==> src/hw/rtl/ucb_pkg.sv <==
// ----------------------------------------------------------------------------
// UCB1 arm selector package
// Shared types and fixed constants for the arm selector and its divider.
// ----------------------------------------------------------------------------
package ucb_pkg;

    localparam int unsigned NUM_ARMS    = 16;
    localparam int unsigned ARM_W       = 4;
    localparam int unsigned CNT_W       = 32;
    localparam int unsigned SUM_W       = 48;
    localparam int unsigned REWARD_W    = 17;
    localparam int unsigned SCORE_W     = 20;
    localparam int unsigned LN_W        = 21;
    localparam int unsigned FRAC_W      = 16;
    localparam int unsigned STEP_W      = 6;
    localparam int unsigned RAD_W       = 38;

    localparam logic [REWARD_W-1:0] REWARD_ONE = REWARD_W'(65536);
    localparam logic [15:0]         LN2_Q16    = 16'd45426;
    localparam logic [SCORE_W-1:0]  SCORE_MAX  = '1;
    localparam logic [CNT_W-1:0]    CNT_MAX    = '1;
    localparam logic [SUM_W-1:0]    SUM_MAX    = '1;

    // Request kinds carried on the input tuser bit
    localparam logic REQ_SELECT = 1'b0;
    localparam logic REQ_UPDATE = 1'b1;

    typedef enum logic [3:0] {
        ST_IDLE,
        ST_SCAN,
        ST_NORM,
        ST_LOG,
        ST_LN,
        ST_ARM,
        ST_DIV_MEAN,
        ST_DIV_TERM,
        ST_SQRT,
        ST_SCORE,
        ST_OUT
    } state_t;

endpackage

==> src/hw/rtl/ucb_div.sv <==
// ----------------------------------------------------------------------------
// UCB divider
// Restoring divider, one quotient bit per cycle, dividend MSB-aligned.
// ----------------------------------------------------------------------------
module ucb_div
(
    input  logic                             clk,
    input  logic                             rst_n,
    input  logic                             start,
    input  logic [ucb_pkg::SUM_W-1:0]        dividend,
    input  logic [ucb_pkg::CNT_W-1:0]        divisor,
    input  logic [ucb_pkg::STEP_W-1:0]       steps,
    output logic                             busy,
    output logic [ucb_pkg::SUM_W-1:0]        quotient
);

    logic [ucb_pkg::SUM_W-1:0]  q_reg;
    logic [ucb_pkg::CNT_W-1:0]  r_reg;
    logic [ucb_pkg::CNT_W-1:0]  d_reg;
    logic [ucb_pkg::STEP_W-1:0] cnt_reg;
    logic                       busy_reg;

    logic [ucb_pkg::CNT_W:0]    r_shift;
    logic [ucb_pkg::CNT_W:0]    r_diff;
    logic                       ge;

    assign r_shift = {r_reg, q_reg[ucb_pkg::SUM_W-1]};
    assign ge      = (r_shift >= {1'b0, d_reg});
    assign r_diff  = r_shift - {1'b0, d_reg};

    always_ff @(posedge clk or negedge rst_n)
    begin
        if (!rst_n)
        begin
            busy_reg <= 1'b0;
            cnt_reg  <= '0;
        end
        else if (start)
        begin
            busy_reg <= 1'b1;
            cnt_reg  <= steps;
        end
        else if (busy_reg)
        begin
            cnt_reg <= cnt_reg - 1'b1;
            if (cnt_reg == ucb_pkg::STEP_W'(1))
                busy_reg <= 1'b0;
        end
    end

    always_ff @(posedge clk)
    begin
        if (start)
        begin
            q_reg <= dividend;
            r_reg <= '0;
            d_reg <= divisor;
        end
        else if (busy_reg)
        begin
            q_reg <= {q_reg[ucb_pkg::SUM_W-2:0], ge};
            r_reg <= ge ? r_diff[ucb_pkg::CNT_W-1:0] : r_shift[ucb_pkg::CNT_W-1:0];
        end
    end

    assign busy     = busy_reg;
    assign quotient = q_reg;

endmodule

==> config.mk <==
export PLATFORM = sky130hd
export DESIGN_NAME = ucb_div
export DESIGN_NICKNAME = d
export VERILOG_FILES = /design/src/hw/rtl/ucb_pkg.sv /design/src/hw/rtl/ucb_div.sv
export SDC_FILE = /design/constraint.sdc
export NUM_CORES = 1
export LEC_CHECK = 0
export BUFFER_PORTS_ARGS = -buffer_cell sky130_fd_sc_hd__buf_2
export CAP_MARGIN = 20
export CORE_MARGIN = 8
export CORE_UTILIZATION = 50
export DETAILED_ROUTE_END_ITERATION = 10
export PLACE_DENSITY = 0.77
export SLEW_MARGIN = 20
export SYNTH_ARGS = -nofsm -noshare
export SYNTH_HDL_FRONTEND = slang
export SYNTH_SLANG_ARGS = --single-unit
==> constraint.sdc <==
create_clock -name clk -period 2.57 [get_ports clk]
set_clock_uncertainty 0.05 [all_clocks]
set_input_delay 0 -clock clk [delete_from_list [all_inputs] [get_ports clk]]
set_output_delay 0 -clock clk [all_outputs]
set_load 0.05 [all_outputs]
==> flow_summary.ini, run 1 <==
[pwr]
p_int_mw = 4.259
clock_power_share_pct = 36.1
power_frac_seq_pct = 38.0
ir_worst_vdd_v = 0.0005060
p_switching_mw = 2.005
combPwrFrac_pct = 25.9
power_per_cell_area_nw_per_um2 = 625.6
p_leak_nw = 4.297
total_power_mw = 6.265
p_sw_share_pct = 32.01

[yosys]
ys_types = 58
ys_ff_latch = 119
synth_area_um2 = 6624
syn_inst = 626
syn_area_per_cell_um2 = 10.58
yosys_warnings = 0
yosysSeqAreaShare_pct = 48.58
synthesis.nets = 750
ys.flop_type = edfxtp_1
synth_enable_flop_cells = 80
synth_async_sr_flop_share_pct = 5.882

[worst_setup_path]
worstSetupEndpoint = r_reg[21]$_SDFFE_PP0P_
crit_family = simple AND/OR/NAND/NOR gates
r2r_cells = 11
crit_type = flip-flop to flip-flop
slowest_stage = edfxtp_1
cpPeakStageDelay_ns = 0.43
path_depth = 11
r2r_end = r_reg[21]$_SDFFE_PP0P_
path_max_fanout = 8
path_buf_inv = 2
cp-start-kind = flip-flop
r2r_start = d_reg[0]$_DFFE_PP_
critPathArrivalTime_ns = 3.15
r2r_slack_ns = -0.36
crit_required_ns = 2.80
crit_chain = ha_4, nand4_1, nor4_2, nand4_1, o211ai_4, nor2_4, buf_6, a211oi_4, buf_6, mux2i_4, a211oi_2
endpoint_kind = flip-flop
crit_start = d_reg[0]$_DFFE_PP_

[sta]
fmax_ghz = 0.3416
worst_slew_pin_slew_ns = 0.6390
worst_slack_ns = -0.3571
hold_viol = 0
setup_viol = 33
finalCritPeriodShare_pct = 113.9
relSlewSlack_pct = 57.40
final_max_slew_viol_count = 0
period_needed_ns = 2.927
rsz0062_at_grt = yes
setup_tns_ns = -7.413

[floorplan]
die_h_um = 131.1
row_count = 42
core-area_um2 = 13090
start_util_pct = 50.62
die-area_um2 = 17190
die_w_um = 131.1
ios = 138

[min_path]
hold_class = input pin to flip-flop

[final_layout]
nNetsFinal = 1051
antenna_cells = 0
area_growth_pct = 51.17
final_util_pct = 76.53
largest_reg_flops = 48
drive_gt1_share_pct = 40.32

[clocking]
insertion_delay_ns = 0.43
clk_path_buf_depth = 2
cts_root_buf = clkbuf_16
path_clk_slew_ns = 0.06
clock-sinks = 119
cts_tree = done
htreeDepth = 4
cts_made_buffers = 17

[detailed_routing]
post_drt_wl_per_cell_um = 19.38
drtIter0Drc = 487
vias_per_cell = 5.621
first_pass_iters = 6
drc = 0
drtAntennaViolNets = 0
via_count = 6273
wl_mm = 21.63

[global_routing]
gr-total-overflow = 0
grtUsageTotal_pct = 24.43
grt_max_degree = 64
antenna_found_initial = 0
grt_pass1_wl_mm = 34.10
first_global_vias = 6647

[run]
drv_cap = 0

[placed_design]
io_buffers = 137
place.gp.congestion = 0.9279
place_hpwl_mm = 12.67

[run_status]
violations = negative setup slack
status = finished, violations left
[cells in the final DEF, fill, tap and decap left out, types with 7 or more instances in the layout]
cell type,n
mux2_2,47
dlygate4sd3_1,89
xnor2_1,13
ha_1,17
nand2_1,52
buf_4,78
xor2_1,17
buf_6,7
dfxtp_1,32
dfrtp_1,7
o21ai_1,13
edfxtp_1,80
nor2_1,50
nand4_1,10
inv_1,40
a21oi_1,27
a211oi_1,13
a21o_1,14
ha_4,16
buf_2,136
o21ai_0,16
clkbuf_16,17
mux2i_1,7
[Yosys cell counts (2+ instances only)]
cell        n  share of area, %
buf_2       5              0.38
a221o_1     2              0.30
ha_1       34               6.4
dfrtp_1     7               2.6
a22oi_1     5              0.57
nand2b_1    5              0.47
a21boi_0    2              0.23
clkbuf_1   14              0.79
inv_1      43               2.4
mux2i_1     8               1.2
a21oi_2     2              0.26
nor3_1      6              0.45
nor2b_1     3              0.28
a221oi_1    3              0.40
and2_4      2              0.26
a2bb2oi_1   2              0.26
o211ai_1    5              0.57
buf_6       3              0.51
edfxtp_1   80                36
and2_1      2              0.19
a21o_1     14               1.6
dfxtp_1    32               9.7
nand4_1    10              0.94
nand3_1     7              0.53
or3_1       2              0.19
o21ai_1     4              0.30
nand2_1    55               3.1
xor2_1     18               2.4
mux2_2     47               8.0
buf_1       4              0.23
clkbuf_2    2              0.15
xnor2_1    13               1.7
o21bai_1    6              0.68
o21ai_0    31               2.3
nor2_1     55               3.1
and3_1      2              0.19
a211oi_1   18               2.0
a21oi_1    33               2.5
a31o_2      2              0.26
and4_1      2              0.26
a311oi_1    9               1.2
nand3b_1    2              0.23
a31oi_1     7              0.66
buf_4       4              0.45
[worst min path at each step]
stage	startpoint	to	slack [ns]	depth (start not counted)
detailed placement	rst_n	cnt_reg[0]$_DFFE_PN0P_	-0.21	1
finish	divisor[9]	d_reg[9]$_DFFE_PP_	0.23	2
global placement	rst_n	cnt_reg[2]$_DFFE_PN0P_	-0.22	1
floorplan	rst_n	busy$_DFF_PN0_	-0.35	0
CTS	divisor[7]	d_reg[7]$_DFFE_PP_	0.23	2
global route	divisor[15]	d_reg[15]$_DFFE_PP_	0.24	2
[cell type report]
cell class	instances	area, um^2
Multi-Input combinational cell	434	3578
Clock buffer	19	432.9
Timing Repair Buffer	312	2276
Inverter	43	161.4
Tap cell	176	220.2
Clock inverter	13	126.4
Sequential cell	119	3218
Fill cell	793	3072
[worst reg2reg max path, cell delays in order, from the launching register on]
cell and delay, ns:
edfxtp_1 0.43, ha_4 0.32, nand4_1 0.14, nor4_2 0.32
nand4_1 0.22, o211ai_4 0.17, nor2_4 0.07, buf_6 0.12
a211oi_4 0.31, buf_6 0.22, mux2i_4 0.30, a211oi_2 0.11
[metal layers]
| metal | GRT usage, % | vias up | routed length, um | share of wire (%) |
|---|---|---|---|---|
| li1 | - | 2896 | - | - |
| met1 | 27.07 | 2977 | 8293 | 38 |
| met2 | 42.78 | 329 | 10850 | 50 |
| met3 | 7.050 | 71 | 1723 | 8.0 |
| met4 | 10.59 | 0 | 767 | 3.5 |
| met5 | 0 | - | 0 | 0 |
[logic make-up after synthesis]
kind of cell    count (synthesis)  synth area share [%]
simple gates                  159                 11.03
compound gates                152                 15.41
flops                         119                 48.58
buf+inv                        75                 4.949
mux                            55                 9.199
fa+ha+maj                      35                 6.725
xor+xnor                       31                 4.099
[repair_timing]
| item | in CTS | in global routing |
|---|---|---|
| cloned | 3 | 0 |
| hold endpoints to repair | 97 | 0 |
| pin swaps | 28 | 18 |
| hold buffers | 89 | 0 |
| resized for setup | 50 | 49 |
| buffers inserted | 6 | 6 |
| endpoints found under the setup margin | 33 | 33 |
[metrics by stage]
step | worst slack (ns) | hold WS (ns) | cell area (um^2) | instances
floorplan | -0.1128 | -0.3456 | 6636 | 626
global placement | -0.1054 | -0.2171 | 7959 | 981
detailed placement | -0.1486 | -0.2102 | 7959 | 981
CTS | -0.09872 | 0.2256 | 9763 | 1111
global route | -0.4009 | 0.2365 | 10010 | 1116
finish | -0.3571 | 0.2341 | 10010 | 1116
[power groups by stage]
stage / logic (mW) / registers, mW / clock network [mW]
final: 1.62 / 2.38 / 2.26
after global placement: 1.31 / 2.38 / 0
after CTS: 1.53 / 2.36 / 2.26
after detailed placement: 1.34 / 2.39 / 0
after floorplan: 0.560 / 2.72 / 0
after global routing: 1.72 / 2.40 / 2.35
No activity file was read; power rests on OpenSTA's default activity.
==> run 2, diff against run 1 <==
--- a/config.mk
+++ b/config.mk
@@ -10,6 +10,7 @@
 export CORE_MARGIN = 8
 export CORE_UTILIZATION = 50
 export DETAILED_ROUTE_END_ITERATION = 10
+export MAX_ROUTING_LAYER = met4
 export PLACE_DENSITY = 0.77
 export SLEW_MARGIN = 20
 export SYNTH_ARGS = -nofsm -noshare
==> run 2 against run 1 <==
Against the previous run: register-to-register slack improved by 0.12 ns; die area stayed put; clock-buffer cell count shrank 1; cell count grew 1.4%; the run still ends with negative setup slack left; total power is 7.5% higher; fmax increased by 4.1%; non-clock buffer count up 15; sequential share of layout area down 0.92 points; worst hold slack got worse by 0.0018 ns; critical path depth grew 2; largest cell class unchanged.
==> flow_summary.ini, run 2 (synthesis gave the netlist of run 1 again) <==
[sta]
worst_slew_pin_slew_ns = 0.6599
hold_viol = 0
fin_hold_ws_ns = 0.2322
worst_slack_ns = -0.2419
setup_viol = 32
rsz0062_at_grt = yes
final_max_slew_viol_count = 0
fmax_ghz = 0.3556
finalCritPeriodShare_pct = 109.4
relSlewSlack_pct = 56.01
period_needed_ns = 2.812

[worst_setup_path]
crit_start = d_reg[3]$_DFFE_PP_
critPathArrivalTime_ns = 3.08
path_buf_inv = 4
crit_family = compound AO/OA/AOI/OAI gates
cpPeakStageDelay_ns = 0.41
cp_common_cell = buf_6
path_depth = 13
cp-start-kind = flip-flop
slowest_stage = edfxtp_1
crit_type = flip-flop to flip-flop
endpoint_kind = flip-flop
r2r_start = d_reg[3]$_DFFE_PP_
r2r_cells = 13
path_max_fanout = 3
crit_chain = inv_2, ha_4, buf_6, and3_4, a221o_1, and2_4, buf_6, a221oi_2, buf_4, xor2_2, nor2_1, a21oi_2, a211oi_1
crit_required_ns = 2.84
r2r_end = r_reg[16]$_SDFFE_PP0P_
worstSetupEndpoint = r_reg[16]$_SDFFE_PP0P_
r2r_slack_ns = -0.24

[pwr]
combPwrFrac_pct = 26.1
power_per_cell_area_nw_per_um2 = 653.2
p_int_mw = 4.619
p_sw_share_pct = 31.40
total_power_mw = 6.733
clock_power_share_pct = 38.4
p_switching_mw = 2.114
ir_worst_vdd_v = 0.0005443
p_leak_nw = 4.432
power_frac_seq_pct = 35.5

[placed_design]
place.gp.congestion = 0.9430
placed_cells = 985
place_hpwl_mm = 12.60
io_buffers = 137
pre_cts_ws_ns = -0.1460

[global_routing]
gr-total-overflow = 0
grt_max_degree = 58
grtUsageTotal_pct = 26.29
first_global_vias = 6785
antenna_found_initial = 0
grt_pass1_wl_mm = 35.62

[clocking]
cts_made_buffers = 17
insertion_delay_ns = 0.43
cts_tree = done
clock-sinks = 119
clk_path_buf_depth = 2
htreeDepth = 4
cts_root_buf = clkbuf_16
path_clk_slew_ns = 0.06

[final_layout]
area_growth_pct = 55.61
layout.cells.non_filler = 1132
antenna_cells = 0
mostFrequentLayoutCell = buf_2
final_util_pct = 78.77
nNetsFinal = 1067
drive_gt1_share_pct = 42.57
largest_reg_flops = 48
final_cell_mix = 136 x buf_2, 89 x dlygate4sd3_1, 89 x buf_4

[floorplan]
die_w_um = 131.1
ios = 138
die_h_um = 131.1
die-area_um2 = 17190
row_count = 42
core-area_um2 = 13090
start_util_pct = 50.62

[detailed_routing]
drc = 0
post_drt_wl_per_cell_um = 21.58
drtAntennaViolNets = 0
wl_mm = 24.42
via_count = 6573
vias_per_cell = 5.807
drtIter0Drc = 625
first_pass_iters = 5

[run_status]
violations = negative setup slack
status = finished, violations left

[min_path]
hold_class = input pin to flip-flop

[run]
drv_cap = 0
## run 2: cell count changes in the layout (fill, tap and decap cells not counted), sizes merged
cell and delta:
inv +2, clkinv -5, bufinv +3, clkbuf -1
clkinvlp +1, buf +15, a211o +1
## run 2: area by class of cell
type	count	area, um^2
clock buffer	18	429.2
clock inverter	14	197.7
fill	703	2778
inverter	43	161.4
multi-input combinational	435	3677
sequential	119	3218
tap	176	220.2
timing repair buffer	327	2404
## run 2: worst min path at each step
stage	start	end	slack [ns]	cells after the start
floorplan	rst_n	busy$_DFF_PN0_	-0.35	0
global placement	rst_n	cnt_reg[0]$_DFFE_PN0P_	-0.22	1
detailed placement	rst_n	cnt_reg[2]$_DFFE_PN0P_	-0.21	1
CTS	divisor[4]	d_reg[4]$_DFFE_PP_	0.22	2
global route	divisor[16]	d_reg[16]$_DFFE_PP_	0.23	2
finish	divisor[19]	d_reg[19]$_DFFE_PP_	0.23	2
## run 2: worst register-to-register path: stages (launching register included)
cell      delay [ns]
edfxtp_1        0.41
inv_2           0.09
ha_4            0.21
buf_6           0.11
and3_4          0.17
a221o_1         0.34
and2_4          0.17
buf_6           0.11
a221oi_2        0.26
buf_4           0.19
xor2_2          0.08
nor2_1          0.14
a21oi_2         0.06
a211oi_1        0.31
## run 2: per-stage QoR
step	setup TNS [ns]	cell area (um^2)
CTS	-0.7437	9942
floorplan	-0.4948	6636
detailed placement	-2.477	7989
global route	-8.623	10310
global placement	-1.042	7989
finish	-4.727	10310
## run 2: what timing repair did
item | CTS | global route
hold endpoints to repair | 103 | 0
setup endpoints to repair | 33 | 33
setup buffers | 12 | 10
resized for setup | 53 | 66
hold buffers | 89 | 0
pin swaps | 31 | 31
cloned | 2 | 2
## run 2: routing by layer
metal	track usage, %	up-vias	wire length (um)
met4	10.72	0	1147
met5	-	-	0
li1	-	2925	-
met3	6.402	108	1792
met2	45.31	402	12270
met1	28.57	3138	9220
## run 2: power groups by stage
| stage | combinational [mW] | sequential [mW] | clock (mW) |
|---|---|---|---|
| 2_1_floorplan | 0.560 | 2.72 | 0 |
| 3_3_place_gp | 1.32 | 2.38 | 0 |
| 3_5_place_dp | 1.34 | 2.39 | 0 |
| 4_1_cts | 1.58 | 2.37 | 2.56 |
| 5_1_grt | 1.84 | 2.41 | 2.67 |
| 6_report | 1.76 | 2.39 | 2.58 |
